**src/rtl/core/sha1bh_pkg.sv**
```systemverilog
// Shared types, constants and control bundle for the SHA-1 block hasher.
package sha1bh_pkg;

  typedef logic [31:0] word_t;

  typedef struct packed {
    logic [31:0] message_word;
    logic        start_message;
    logic        end_message;
  } sha1bh_in_t;

  typedef struct packed {
    logic [31:0] digest_word;
    logic [2:0]  digest_index;
    logic        digest_last;
  } sha1bh_out_t;

  // Control strobes from the sequencer to the datapath.
  typedef struct packed {
    logic word_load;  // shift an accepted message word into the schedule
    logic iv_load;    // reload the chaining value with the initial value
    logic init;       // copy the chaining value into the working registers
    logic step;       // run one round and advance the schedule
    logic add;        // fold the working registers into the chaining value
  } sha1bh_ctl_t;

  localparam int ROUNDS      = 80;
  localparam int RND_W       = 7;
  localparam int DIGEST_LEN  = 5;
  localparam int IDX_W       = 3;
  localparam int BLOCK_WORDS = 16;
  localparam int POS_W       = 4;

  localparam logic [RND_W-1:0] RND_LAST = RND_W'(ROUNDS - 1);
  localparam logic [RND_W-1:0] RND_F1   = RND_W'(20);
  localparam logic [RND_W-1:0] RND_F2   = RND_W'(40);
  localparam logic [RND_W-1:0] RND_F3   = RND_W'(60);
  localparam logic [IDX_W-1:0] IDX_LAST = IDX_W'(DIGEST_LEN - 1);
  localparam logic [POS_W-1:0] POS_LAST = POS_W'(BLOCK_WORDS - 1);

  localparam word_t SHA1_IV [DIGEST_LEN] = '{
    32'h67452301, 32'hEFCDAB89, 32'h98BADCFE, 32'h10325476, 32'hC3D2E1F0
  };

  localparam word_t K_CH  = 32'h5a827999;
  localparam word_t K_P1  = 32'h6ed9eba1;
  localparam word_t K_MAJ = 32'h8f1bbcdc;
  localparam word_t K_P2  = 32'hca62c1d6;

endpackage

```
**src/rtl/core/sha1_block_hasher.sv**
```systemverilog
// SHA-1 block hasher top level: word intake, round sequencer, digest output.
//
//   channel  | ports                      | handshake
//   ---------+----------------------------+-------------------------------
//   input    | start, busy, in_word       | word taken when start && !busy
//   result   | out_valid, out_word        | valid per word, no back-pressure
//
// A word that does not complete a block leaves busy low. The sixteenth word
// starts the block: ST_INIT loads a..e, 80 rounds run through the single round
// unit, ST_ADD adds into the chaining value, and ST_EMIT emits the five digest
// words on a final block; busy stays high until the return to ST_LOAD.
// Reset loads the initial chaining value and clears position and flags.
// The receiver cannot stall; digest words leave on consecutive cycles.
module sha1_block_hasher (
  input  logic                    clk,
  input  logic                    rst_n,
  input  logic                    start,
  output logic                    busy,
  input  sha1bh_pkg::sha1bh_in_t  in_word,
  output logic                    out_valid,
  output sha1bh_pkg::sha1bh_out_t out_word
);
  import sha1bh_pkg::*;

  typedef enum logic [4:0] {
    ST_LOAD  = 5'b00001,
    ST_INIT  = 5'b00010,
    ST_ROUND = 5'b00100,
    ST_ADD   = 5'b01000,
    ST_EMIT  = 5'b10000
  } state_t;

  state_t            state_r, state_nxt;
  logic [POS_W-1:0]  pos_r, pos_nxt;
  logic [RND_W-1:0]  rnd_r, rnd_nxt;
  logic [IDX_W-1:0]  idx_r, idx_nxt;
  logic              fp_r, fp_nxt;
  logic              accept;
  logic [POS_W-1:0]  pos_eff;
  logic              fp_eff;
  sha1bh_ctl_t       ctl;
  word_t             w_cur;
  word_t             chain [DIGEST_LEN];

  assign busy   = (state_r != ST_LOAD);
  assign accept = start && !busy;

  always_comb begin
    pos_eff = in_word.start_message ? '0 : pos_r;
    fp_eff  = (in_word.start_message ? 1'b0 : fp_r) | in_word.end_message;
  end

  always_comb begin
    state_nxt     = state_r;
    pos_nxt       = pos_r;
    rnd_nxt       = rnd_r;
    idx_nxt       = idx_r;
    fp_nxt        = fp_r;
    ctl           = '0;
    ctl.word_load = accept;
    ctl.iv_load   = accept && in_word.start_message;
    unique case (state_r)
      ST_LOAD: begin
        if (accept) begin
          fp_nxt  = fp_eff;
          pos_nxt = pos_eff + POS_W'(1);
          if (pos_eff == POS_LAST) begin
            state_nxt = ST_INIT;
          end
        end
      end
      ST_INIT: begin
        ctl.init  = 1'b1;
        rnd_nxt   = '0;
        state_nxt = ST_ROUND;
      end
      ST_ROUND: begin
        ctl.step = 1'b1;
        rnd_nxt  = rnd_r + RND_W'(1);
        if (rnd_r == RND_LAST) begin
          state_nxt = ST_ADD;
        end
      end
      ST_ADD: begin
        ctl.add = 1'b1;
        idx_nxt = '0;
        if (fp_r) begin
          fp_nxt    = 1'b0;
          state_nxt = ST_EMIT;
        end else begin
          state_nxt = ST_LOAD;
        end
      end
      ST_EMIT: begin
        idx_nxt = idx_r + IDX_W'(1);
        if (idx_r == IDX_LAST) begin
          state_nxt = ST_LOAD;
        end
      end
      default: state_nxt = ST_LOAD;
    endcase
  end

  always_ff @(posedge clk) begin
    if (!rst_n) begin
      state_r <= ST_LOAD;
      pos_r   <= '0;
      rnd_r   <= '0;
      idx_r   <= '0;
      fp_r    <= 1'b0;
    end else begin
      state_r <= state_nxt;
      pos_r   <= pos_nxt;
      rnd_r   <= rnd_nxt;
      idx_r   <= idx_nxt;
      fp_r    <= fp_nxt;
    end
  end

  sha1bh_sched u_sched (
    .clk     (clk),
    .ctl     (ctl),
    .word_in (in_word.message_word),
    .w_cur   (w_cur)
  );

  sha1bh_round u_round (
    .clk   (clk),
    .rst_n (rst_n),
    .ctl   (ctl),
    .rnd   (rnd_r),
    .w_cur (w_cur),
    .chain (chain)
  );

  always_comb begin
    out_valid             = (state_r == ST_EMIT);
    out_word.digest_index = idx_r;
    out_word.digest_last  = (idx_r == IDX_LAST);
    case (idx_r)
      3'd0:    out_word.digest_word = chain[0];
      3'd1:    out_word.digest_word = chain[1];
      3'd2:    out_word.digest_word = chain[2];
      3'd3:    out_word.digest_word = chain[3];
      default: out_word.digest_word = chain[4];
    endcase
  end

endmodule

```
**src/rtl/core/sha1bh_sched.sv**
```systemverilog
// Message schedule: 16-word shift line that gathers the block and expands it.
module sha1bh_sched (
  input  logic                clk,
  input  sha1bh_pkg::sha1bh_ctl_t ctl,
  input  sha1bh_pkg::word_t   word_in,
  output sha1bh_pkg::word_t   w_cur
);
  import sha1bh_pkg::*;

  word_t sched_r [BLOCK_WORDS];
  word_t mix;
  word_t expand;

  assign mix    = sched_r[13] ^ sched_r[8] ^ sched_r[2] ^ sched_r[0];
  assign expand = {mix[30:0], mix[31]};
  assign w_cur  = sched_r[0];

  always_ff @(posedge clk) begin
    if (ctl.word_load || ctl.step) begin
      for (int i = 0; i < BLOCK_WORDS - 1; i++) begin
        sched_r[i] <= sched_r[i+1];
      end
      sched_r[BLOCK_WORDS-1] <= ctl.word_load ? word_in : expand;
    end
  end

endmodule

```
**src/rtl/core/sha1bh_round.sv**
```systemverilog
// Round unit: working registers a..e, one SHA-1 round per cycle, chaining value.
module sha1bh_round (
  input  logic                    clk,
  input  logic                    rst_n,
  input  sha1bh_pkg::sha1bh_ctl_t ctl,
  input  logic [sha1bh_pkg::RND_W-1:0] rnd,
  input  sha1bh_pkg::word_t       w_cur,
  output sha1bh_pkg::word_t       chain [sha1bh_pkg::DIGEST_LEN]
);
  import sha1bh_pkg::*;

  word_t a_r, b_r, c_r, d_r, e_r;
  word_t chain_r [DIGEST_LEN];
  word_t f;
  word_t k;
  word_t t;

  always_comb begin
    if (rnd < RND_F1) begin
      f = (b_r & c_r) | (~b_r & d_r);
      k = K_CH;
    end else if (rnd < RND_F2) begin
      f = b_r ^ c_r ^ d_r;
      k = K_P1;
    end else if (rnd < RND_F3) begin
      f = (b_r & c_r) | (b_r & d_r) | (c_r & d_r);
      k = K_MAJ;
    end else begin
      f = b_r ^ c_r ^ d_r;
      k = K_P2;
    end
    t = {a_r[26:0], a_r[31:27]} + f + e_r + w_cur + k;
  end

  always_ff @(posedge clk) begin
    if (ctl.init) begin
      a_r <= chain_r[0];
      b_r <= chain_r[1];
      c_r <= chain_r[2];
      d_r <= chain_r[3];
      e_r <= chain_r[4];
    end else if (ctl.step) begin
      a_r <= t;
      b_r <= a_r;
      c_r <= {b_r[1:0], b_r[31:2]};
      d_r <= c_r;
      e_r <= d_r;
    end
  end

  always_ff @(posedge clk) begin
    if (!rst_n || ctl.iv_load) begin
      chain_r <= SHA1_IV;
    end else if (ctl.add) begin
      chain_r[0] <= chain_r[0] + a_r;
      chain_r[1] <= chain_r[1] + b_r;
      chain_r[2] <= chain_r[2] + c_r;
      chain_r[3] <= chain_r[3] + d_r;
      chain_r[4] <= chain_r[4] + e_r;
    end
  end

  assign chain = chain_r;

endmodule
```
**config.mk**
```make
export PLATFORM = sky130hd
export DESIGN_NAME = sha1_block_hasher
export DESIGN_NICKNAME = d
export VERILOG_FILES = /design/src/rtl/core/sha1bh_pkg.sv /design/src/rtl/core/sha1_block_hasher.sv /design/src/rtl/core/sha1bh_sched.sv /design/src/rtl/core/sha1bh_round.sv
export SDC_FILE = /design/constraint.sdc
export NUM_CORES = 2
export LEC_CHECK = 0
export BUFFER_PORTS_ARGS = -buffer_cell sky130_fd_sc_hd__buf_2
export CORE_MARGIN = 2
export CORE_UTILIZATION = 23
export DETAILED_ROUTE_END_ITERATION = 12
export SLEW_MARGIN = 0
export SYNTH_ARGS = -nofsm -noshare
export SYNTH_HDL_FRONTEND = slang
export SYNTH_SLANG_ARGS = --single-unit
```
**constraint.sdc**
```tcl
create_clock -name clk -period 22.5 [get_ports clk]
set_clock_uncertainty 0.05 [all_clocks]
set_input_delay 2.25 -clock clk [delete_from_list [all_inputs] [get_ports clk]]
set_output_delay 2.25 -clock clk [all_outputs]
set_load 0.005 [all_outputs]
```
Yosys cells after proc, flatten, opt, wreduce, memory -nomap -nowiden
Memory sizes are Yosys's and may differ from the RTL's.
Cells that the tools add are included.
{ "totals": {"word_cells": 110, "romBits": 0, "mem_bits_rw": 512, "latch_bits": 0, "register_bits": 340, "n_memories": 1, "input_bits": 37, "output_inout_bits": 38} }
{ "memory_table": {"columns": ["memory", "depth", "width", "read_ports", "rd_clocked_by_memory_dff", "write_ports", "line_no", "source"], "rows": [
  ["u_sched.sched_r", 16, 32, 16, 0, 16, "sha1bh_sched.sv:10", "word_t sched_r [BLOCK_WORDS];"]
]} }
{ "classes": {"eq_ne": 16, "shift": 0, "n_mux": 35, "mul": 0, "div_mod_pow": 0, "n_addsub": 12, "order_cmp": 3, "n_reduce_logical": 14, "bitwise": 14} }
{ "ops": {"columns": ["cell", "count"], "rows": [
  ["32-bit two-way mux", 16],
  ["32-bit adder", 9],
  ["32-bit bitwise XOR", 5],
  ["32-bit bitwise AND", 4],
  ["32-bit one-hot mux with 4 select lines", 1],
  ["32-bit OR", 3],
  ["32-bit NOT", 1],
  ["31-bit two-way mux", 1],
  ["5-bit two-way mux", 5],
  ["5-bit one-hot mux with 5 select lines", 1],
  ["7-bit by 6-bit < comparator with 1-bit output (second input constant)", 2],
  ["7-bit one-hot mux with 2 select lines", 1],
  ["2-bit nonzero test", 4],
  ["7-bit by 1-bit adder with 7-bit output (second input constant)", 1],
  ["7-bit == test (second input constant)", 1],
  ["7-bit by 5-bit < comparator with 1-bit output (second input constant)", 1],
  ["1-bit two-way mux", 7],
  ["3-bit by 2-bit == test with 1-bit output (second input constant)", 2],
  ["2-bit != test (second input constant)", 3],
  ["3-bit one-hot mux with 2 select lines", 1],
  ["5-bit by 1-bit == test with 1-bit output (second input constant)", 1],
  ["5-bit by 2-bit == test with 1-bit output (second input constant)", 1],
  ["5-bit by 3-bit == test with 1-bit output (second input constant)", 1],
  ["5-bit by 4-bit == test with 1-bit output (second input constant)", 1],
  ["other kinds (17)", 21]
]} }

Longest topological paths before layout
{ "logic_depth": {"depth_word": 12, "ltp_mapped": 25, "depth_no_buf": 24} }

Cells and area by module
A second synthesis with hierarchy kept.
{ "unflattened": {"hier_cells": 3644, "hier_area_um2": 43782.0} }
{ "modules_own_cells": {"columns": ["module", "instances", "seq_area_each_um2", "cells_per_inst", "area_each_um2"], "rows": [
  ["sha1bh_round", 1, 8007.7, 2650, 24921.4],
  ["sha1bh_sched", 1, 15374.7, 712, 16844.9],
  ["sha1_block_hasher", 1, 400.4, 282, 2015.7]
]} }

Worst setup path before layout
Ideal clock, no wire load.
{ "synth_timing": {"kind": "in2reg", "startpoint": "input port start", "endpoint": "memory u_sched.sched_r[0][0] in the netlist's numbering (enable)", "t_required_ns": 18.768, "setup_ns": 3.682, "setup_slack_ns": 8.137, "n_path_buf": 0, "arrival_ns": 10.631, "path_stages": 2, "cell_sequence": "nand2_1 nand2_1"} }
{ "synth_rtl": {"columns": ["item", "line_no", "source"], "rows": [
  ["start, declared", "sha1_block_hasher.sv:17", "input logic start,"],
  ["end, declared", "sha1bh_sched.sv:10", null]
]} }

Worst setup path in the final report
{ "layout_timing": {"startpoint": "register rnd_r[4]", "endpoint": "register u_round.a_r[28] (data pin)"} }
{ "layout_via": {"elab_chain_cells": 10, "elab_cells_between_ends": 15, "classes_between": "4 x add/sub; 3 x order compare; 8 x mux"} }
{ "layout_lines": {"columns": ["item", "line_no", "source"], "rows": [
  ["start, declared", "sha1_block_hasher.sv:35", "logic [RND_W-1:0] rnd_r, rnd_nxt;"],
  ["start signal, assigned", "sha1_block_hasher.sv:114", "rnd_r <= rnd_nxt;"],
  ["7-bit by 6-bit < comparator with 1-bit output", "sha1bh_round.sv:25", "end else if (rnd < RND_F3) begin"],
  ["32-bit two-way mux", "sha1bh_round.sv:25", null],
  ["32-bit two-way mux", "sha1bh_round.sv:22", "end else if (rnd < RND_F2) begin"],
  ["32-bit two-way mux", "sha1bh_round.sv:19", "if (rnd < RND_F1) begin"],
  ["32-bit adder (3 in a row)", "sha1bh_round.sv:32", "t = {a_r[26:0], a_r[31:27]} + f + e_r + w_cur + k;"],
  ["32-bit adder *", "sha1bh_round.sv:32", null],
  ["32-bit two-way mux *", "sha1bh_round.sv:42", "end else if (ctl.step) begin"],
  ["32-bit two-way mux *", "sha1bh_round.sv:36", "if (ctl.init) begin"],
  ["end signal, assigned", "sha1bh_round.sv:37", "a_r <= chain_r[0];"],
  ["end signal, assigned", "sha1bh_round.sv:43", "a_r <= t;"],
  ["end, declared", "sha1bh_round.sv:12", "word_t a_r, b_r, c_r, d_r, e_r;"]
]} }
Mark *: on every way between the ends. The rest lies on a longest branch, timed or not. The select of a mux whose other input is x is not followed.
A chain may end at the register's enable or synchronous reset.

==> results.cfg <==
[synthesis]
seq_area_frac_synth_pct = 54.7
yosys.area.top_type = edfxtp_1
synth_edf_count = 672
synth_top_area_share_pct = 46.4
ys_ff_latch = 852
ys.flop_type = edfxtp_1
synth_cells = 3863
synth_area_sq_mm = 0.0435
synthTopCellsByArea = edfxtp_1 (46%), dfxtp_1 (8.3%), ha_1 (6.5%), nand2_1 (5.8%), fa_1 (5.7%)
avgSynthCellArea_sq_um = 11.3
syn_nets = 4251
synth_cell_types = 79
synth_warnings = 0
ys_async_sr_fraction_pct = 0

[power_and_ir_drop]
pwr-share-clk_pct = 43.1
power_uw = 3330
ir_drop_mv = 0.0542
share_comb_of_total_power_pct = 3.3
cellInternalPower_uw = 2600
power.leakage_uw = 0.0188
swShare_pct = 22.1
p_seq_share_pct = 53.6
power_density_mw_per_mm2 = 67.3
p_sw_uw = 738

[placed_design]
io_buffers = 74
post-dp-hpwl_um = 80000
gp_congestion = 0.895

[worst_setup_path]
cpPeakStageDelay_ns = 0.47
critPathRequiredTime_ns = 22.87
cp-end-kind = flip-flop
criticalPathCategory = flip-flop to flip-flop
worst_path_most_repeated_cell = fa_1
critPathSlowestCell = fa_1
crit_chain = and3_1 > nor3_1 > inv_2 > buf_4 > nand2_1 > buf_4 > nor2_1 > a211oi_1 > fa_1 > inv_1 > fa_1 > fa_1 > inv_1 > ha_1 > a211oi_1 > o211ai_1 > a41oi_1 > o22ai_1 > o221ai_1 > o21ai_1 > and2_1 > a311oi_1 > xor2_1 > o21ai_1
rrSetupSlack_ns = 15.65
arrival_ns = 7.22
r2r-start = rnd_r[4]$_SDFFE_PN0P_
r2r-end = u_round.a_r[28]$_DFFE_PP_
cp-start-kind = flip-flop
crit_fanout = 35
r2r_cells = 24

[clock_network]
cts.htree.levels = 3
clk_latency_ns = 0.72
cts_inserted_buffers = 83
cts_resized = 0
clock_path_buffers = 3
clk_pin_slew_ns = 0.07
root_buffer = clkbuf_16
cts_tree = done
cts_setup_buffers = 0
clock_sinks = 852
hold_buffers = 0

[floorplan]
die_area_sq_mm = 0.193
die_w_um = 439
start_util_pct = 23.2
core_area_sq_mm = 0.188
std_cell_rows = 159
chipHeight_um = 439
io_pins = 75

[global_routing]
antenna_found_initial = 4
grt_pass1_vias = 28400
grt_max_degree = 207
grt_overflow = 0
grtUsageTotal_pct = 11.5
grt_pass1_wl_um = 171000

[route]
ant_nets = 0
vias_per_cell = 4.51
dr.pass1.iters = 6
num_vias = 29200
dr.first_iter.drc_count = 2521
routed_wirelength_um = 113000
drc_errors = 0
wl_per_cell_um = 17.4

[sta]
rsz0062_at_grt = no
finalHoldViolations = 0
maxSlewHeadroom_pct = 21.4
drv_slew = 0
finalSetupViolCount = 0
tightest_slew_ns = 1.18
fmax_mhz = 146
fin_tns_setup_ns = 0
post-route-min-period_ns = 6.85
fin_crit_sh_pct = 30.4

[final_layout]
nets = 4303
fin_util_pct = 26.4
fillers = 19500
drive_gt1_share_pct = 6.60
syn_to_final_growth_pct = 13.9

[worst_hold_path]
hold_start = u_sched.sched_r[0][32]$_DFFE_PP_
holdPathEnd = u_sched.sched_r[0][0]$_DFFE_PP_
worstHoldPathCells = 0
worstHoldPathType = flip-flop to flip-flop

[run]
max_cap_viol_count = 0

[outcome]
status = finished, final reports clean
## registers in the layout, summed over array words and instances, names as in the netlist, 3 cells and up
signal / cells
idx_r: 3
pos_r: 4
rnd_r: 7
state_r: 5
u_round.a_r: 32
u_round.b_r: 32
u_round.c_r: 32
u_round.chain: 160
u_round.d_r: 32
u_round.e_r: 32
u_sched.sched_r: 512
## power groups by stage
stage	registers (uW)	logic (uW)	clock network [uW]
after floorplan	1830	80.0	0
after global placement	1820	111	0
after detailed placement	1820	113	0
after CTS	1790	113	1480
after global routing	1790	124	1530
final	1790	111	1440
## cells in the mapped netlist, types with 8 or more instances
master,number
a31oi_1,21
nor2b_1,63
o221ai_1,10
or3_1,16
o21ai_1,9
dfxtp_1,180
o21a_1,53
and3_1,28
o32a_1,8
nor3_1,29
clkbuf_1,122
o21bai_1,24
a22oi_1,68
xnor2_1,178
nand2b_1,22
o31ai_1,10
nand3_1,81
o32ai_1,22
o211ai_1,60
ha_1,227
xor2_1,65
inv_1,215
nand2_1,678
and2_1,12
nor3b_1,15
a211oi_1,29
nand4_1,17
a21oi_1,234
o21ai_0,177
nor2_1,178
buf_1,10
edfxtp_1,672
fa_1,124
a21o_1,76
## layer usage
layer	global-route usage [%]	vias up	share of wire (%)
li1	-	13900	-
met1	14.6	14300	43
met2	19.0	808	47
met3	1.38	186	4.8
met4	5.84	6	5.0
met5	0	-	0.033
## worst max-delay path by stage
stage	startpoint	end	slack [ns]	cells past startpoint
after floorplan	start	u_sched.sched_r[0][0]$_DFFE_PP_	8.14	2
after global placement	start	u_sched.sched_r[0][100]$_DFFE_PP_	15.21	7
after detailed placement	start	u_sched.sched_r[0][4]$_DFFE_PP_	15.07	7
after CTS	rnd_r[4]$_SDFFE_PN0P_	u_round.a_r[28]$_DFFE_PP_	15.55	24
after global routing	rnd_r[3]$_SDFFE_PN0P_	u_round.a_r[28]$_DFFE_PP_	15.12	24
final	rnd_r[4]$_SDFFE_PN0P_	u_round.a_r[28]$_DFFE_PP_	15.65	24
## cells by family after synthesis
group	synth area share, %
compound gates	13.2
xor+xnor	4.89
fa+ha+maj	12.2
buf+inv	3.07
flops	54.7
mux	0.161
simple gates	11.8
## cells in the final DEF, fill, tap and decap left out, types with 24 or more instances in the layout
master     netlist  routed
edfxtp_1       672     672
ha_1           227     225
a21oi_1        234     234
fa_1           124     124
a22oi_1         68      68
inv_1          215     215
buf_2            5      74
dfxtp_1        180     180
clkbuf_16        0      84
nor2_1         178     177
o211ai_1        60      60
a211oi_1        29      29
a21o_1          76      76
buf_4            0      28
nor3_1          29      29
o21a_1          53      53
xnor2_1        178     178
o21bai_1        24      24
nand2_1        678     675
nand3_1         81      80
and3_1          28      27
o21ai_0        177     177
nor2b_1         63      63
xor2_1          65      65
## area by class of cell
type | count | area (sq um) | area share (%)
flip-flops and latches | 852 | 23800 | 48.0
diodes | 1 | 2.50 | 0.00505
clock buffers | 104 | 2220 | 4.48
multi-input cells | 2657 | 18500 | 37.2
clock inverters | 50 | 531 | 1.07
well taps | 2495 | 3120 | 6.30
inverters | 217 | 815 | 1.64
repair buffers | 104 | 621 | 1.25
## critical path: cells and delay by family, from the launching register on
family / cells / cell delay, ns
compound gates: 9 / 2.58
xor+xnor: 1 / 0.17
fa+ha+maj: 4 / 1.58
buf+inv: 5 / 0.85
flops: 1 / 0.36
simple gates: 5 / 0.96
## through the flow
stage / std cells / area, sq um / setup WS (ns) / hold slack, ns
2_1_floorplan: 3863 / 43500 / 8.14 / 0.350
3_3_place_gp: 6325 / 46800 / 15.21 / 0.351
3_5_place_dp: 6325 / 46800 / 15.07 / 0.355
4_1_cts: 6479 / 49500 / 15.55 / 0.341
5_1_grt: 6479 / 49500 / 15.12 / 0.357
6_report: 6480 / 49500 / 15.65 / 0.343
Power figures use the tool's default switching activity.
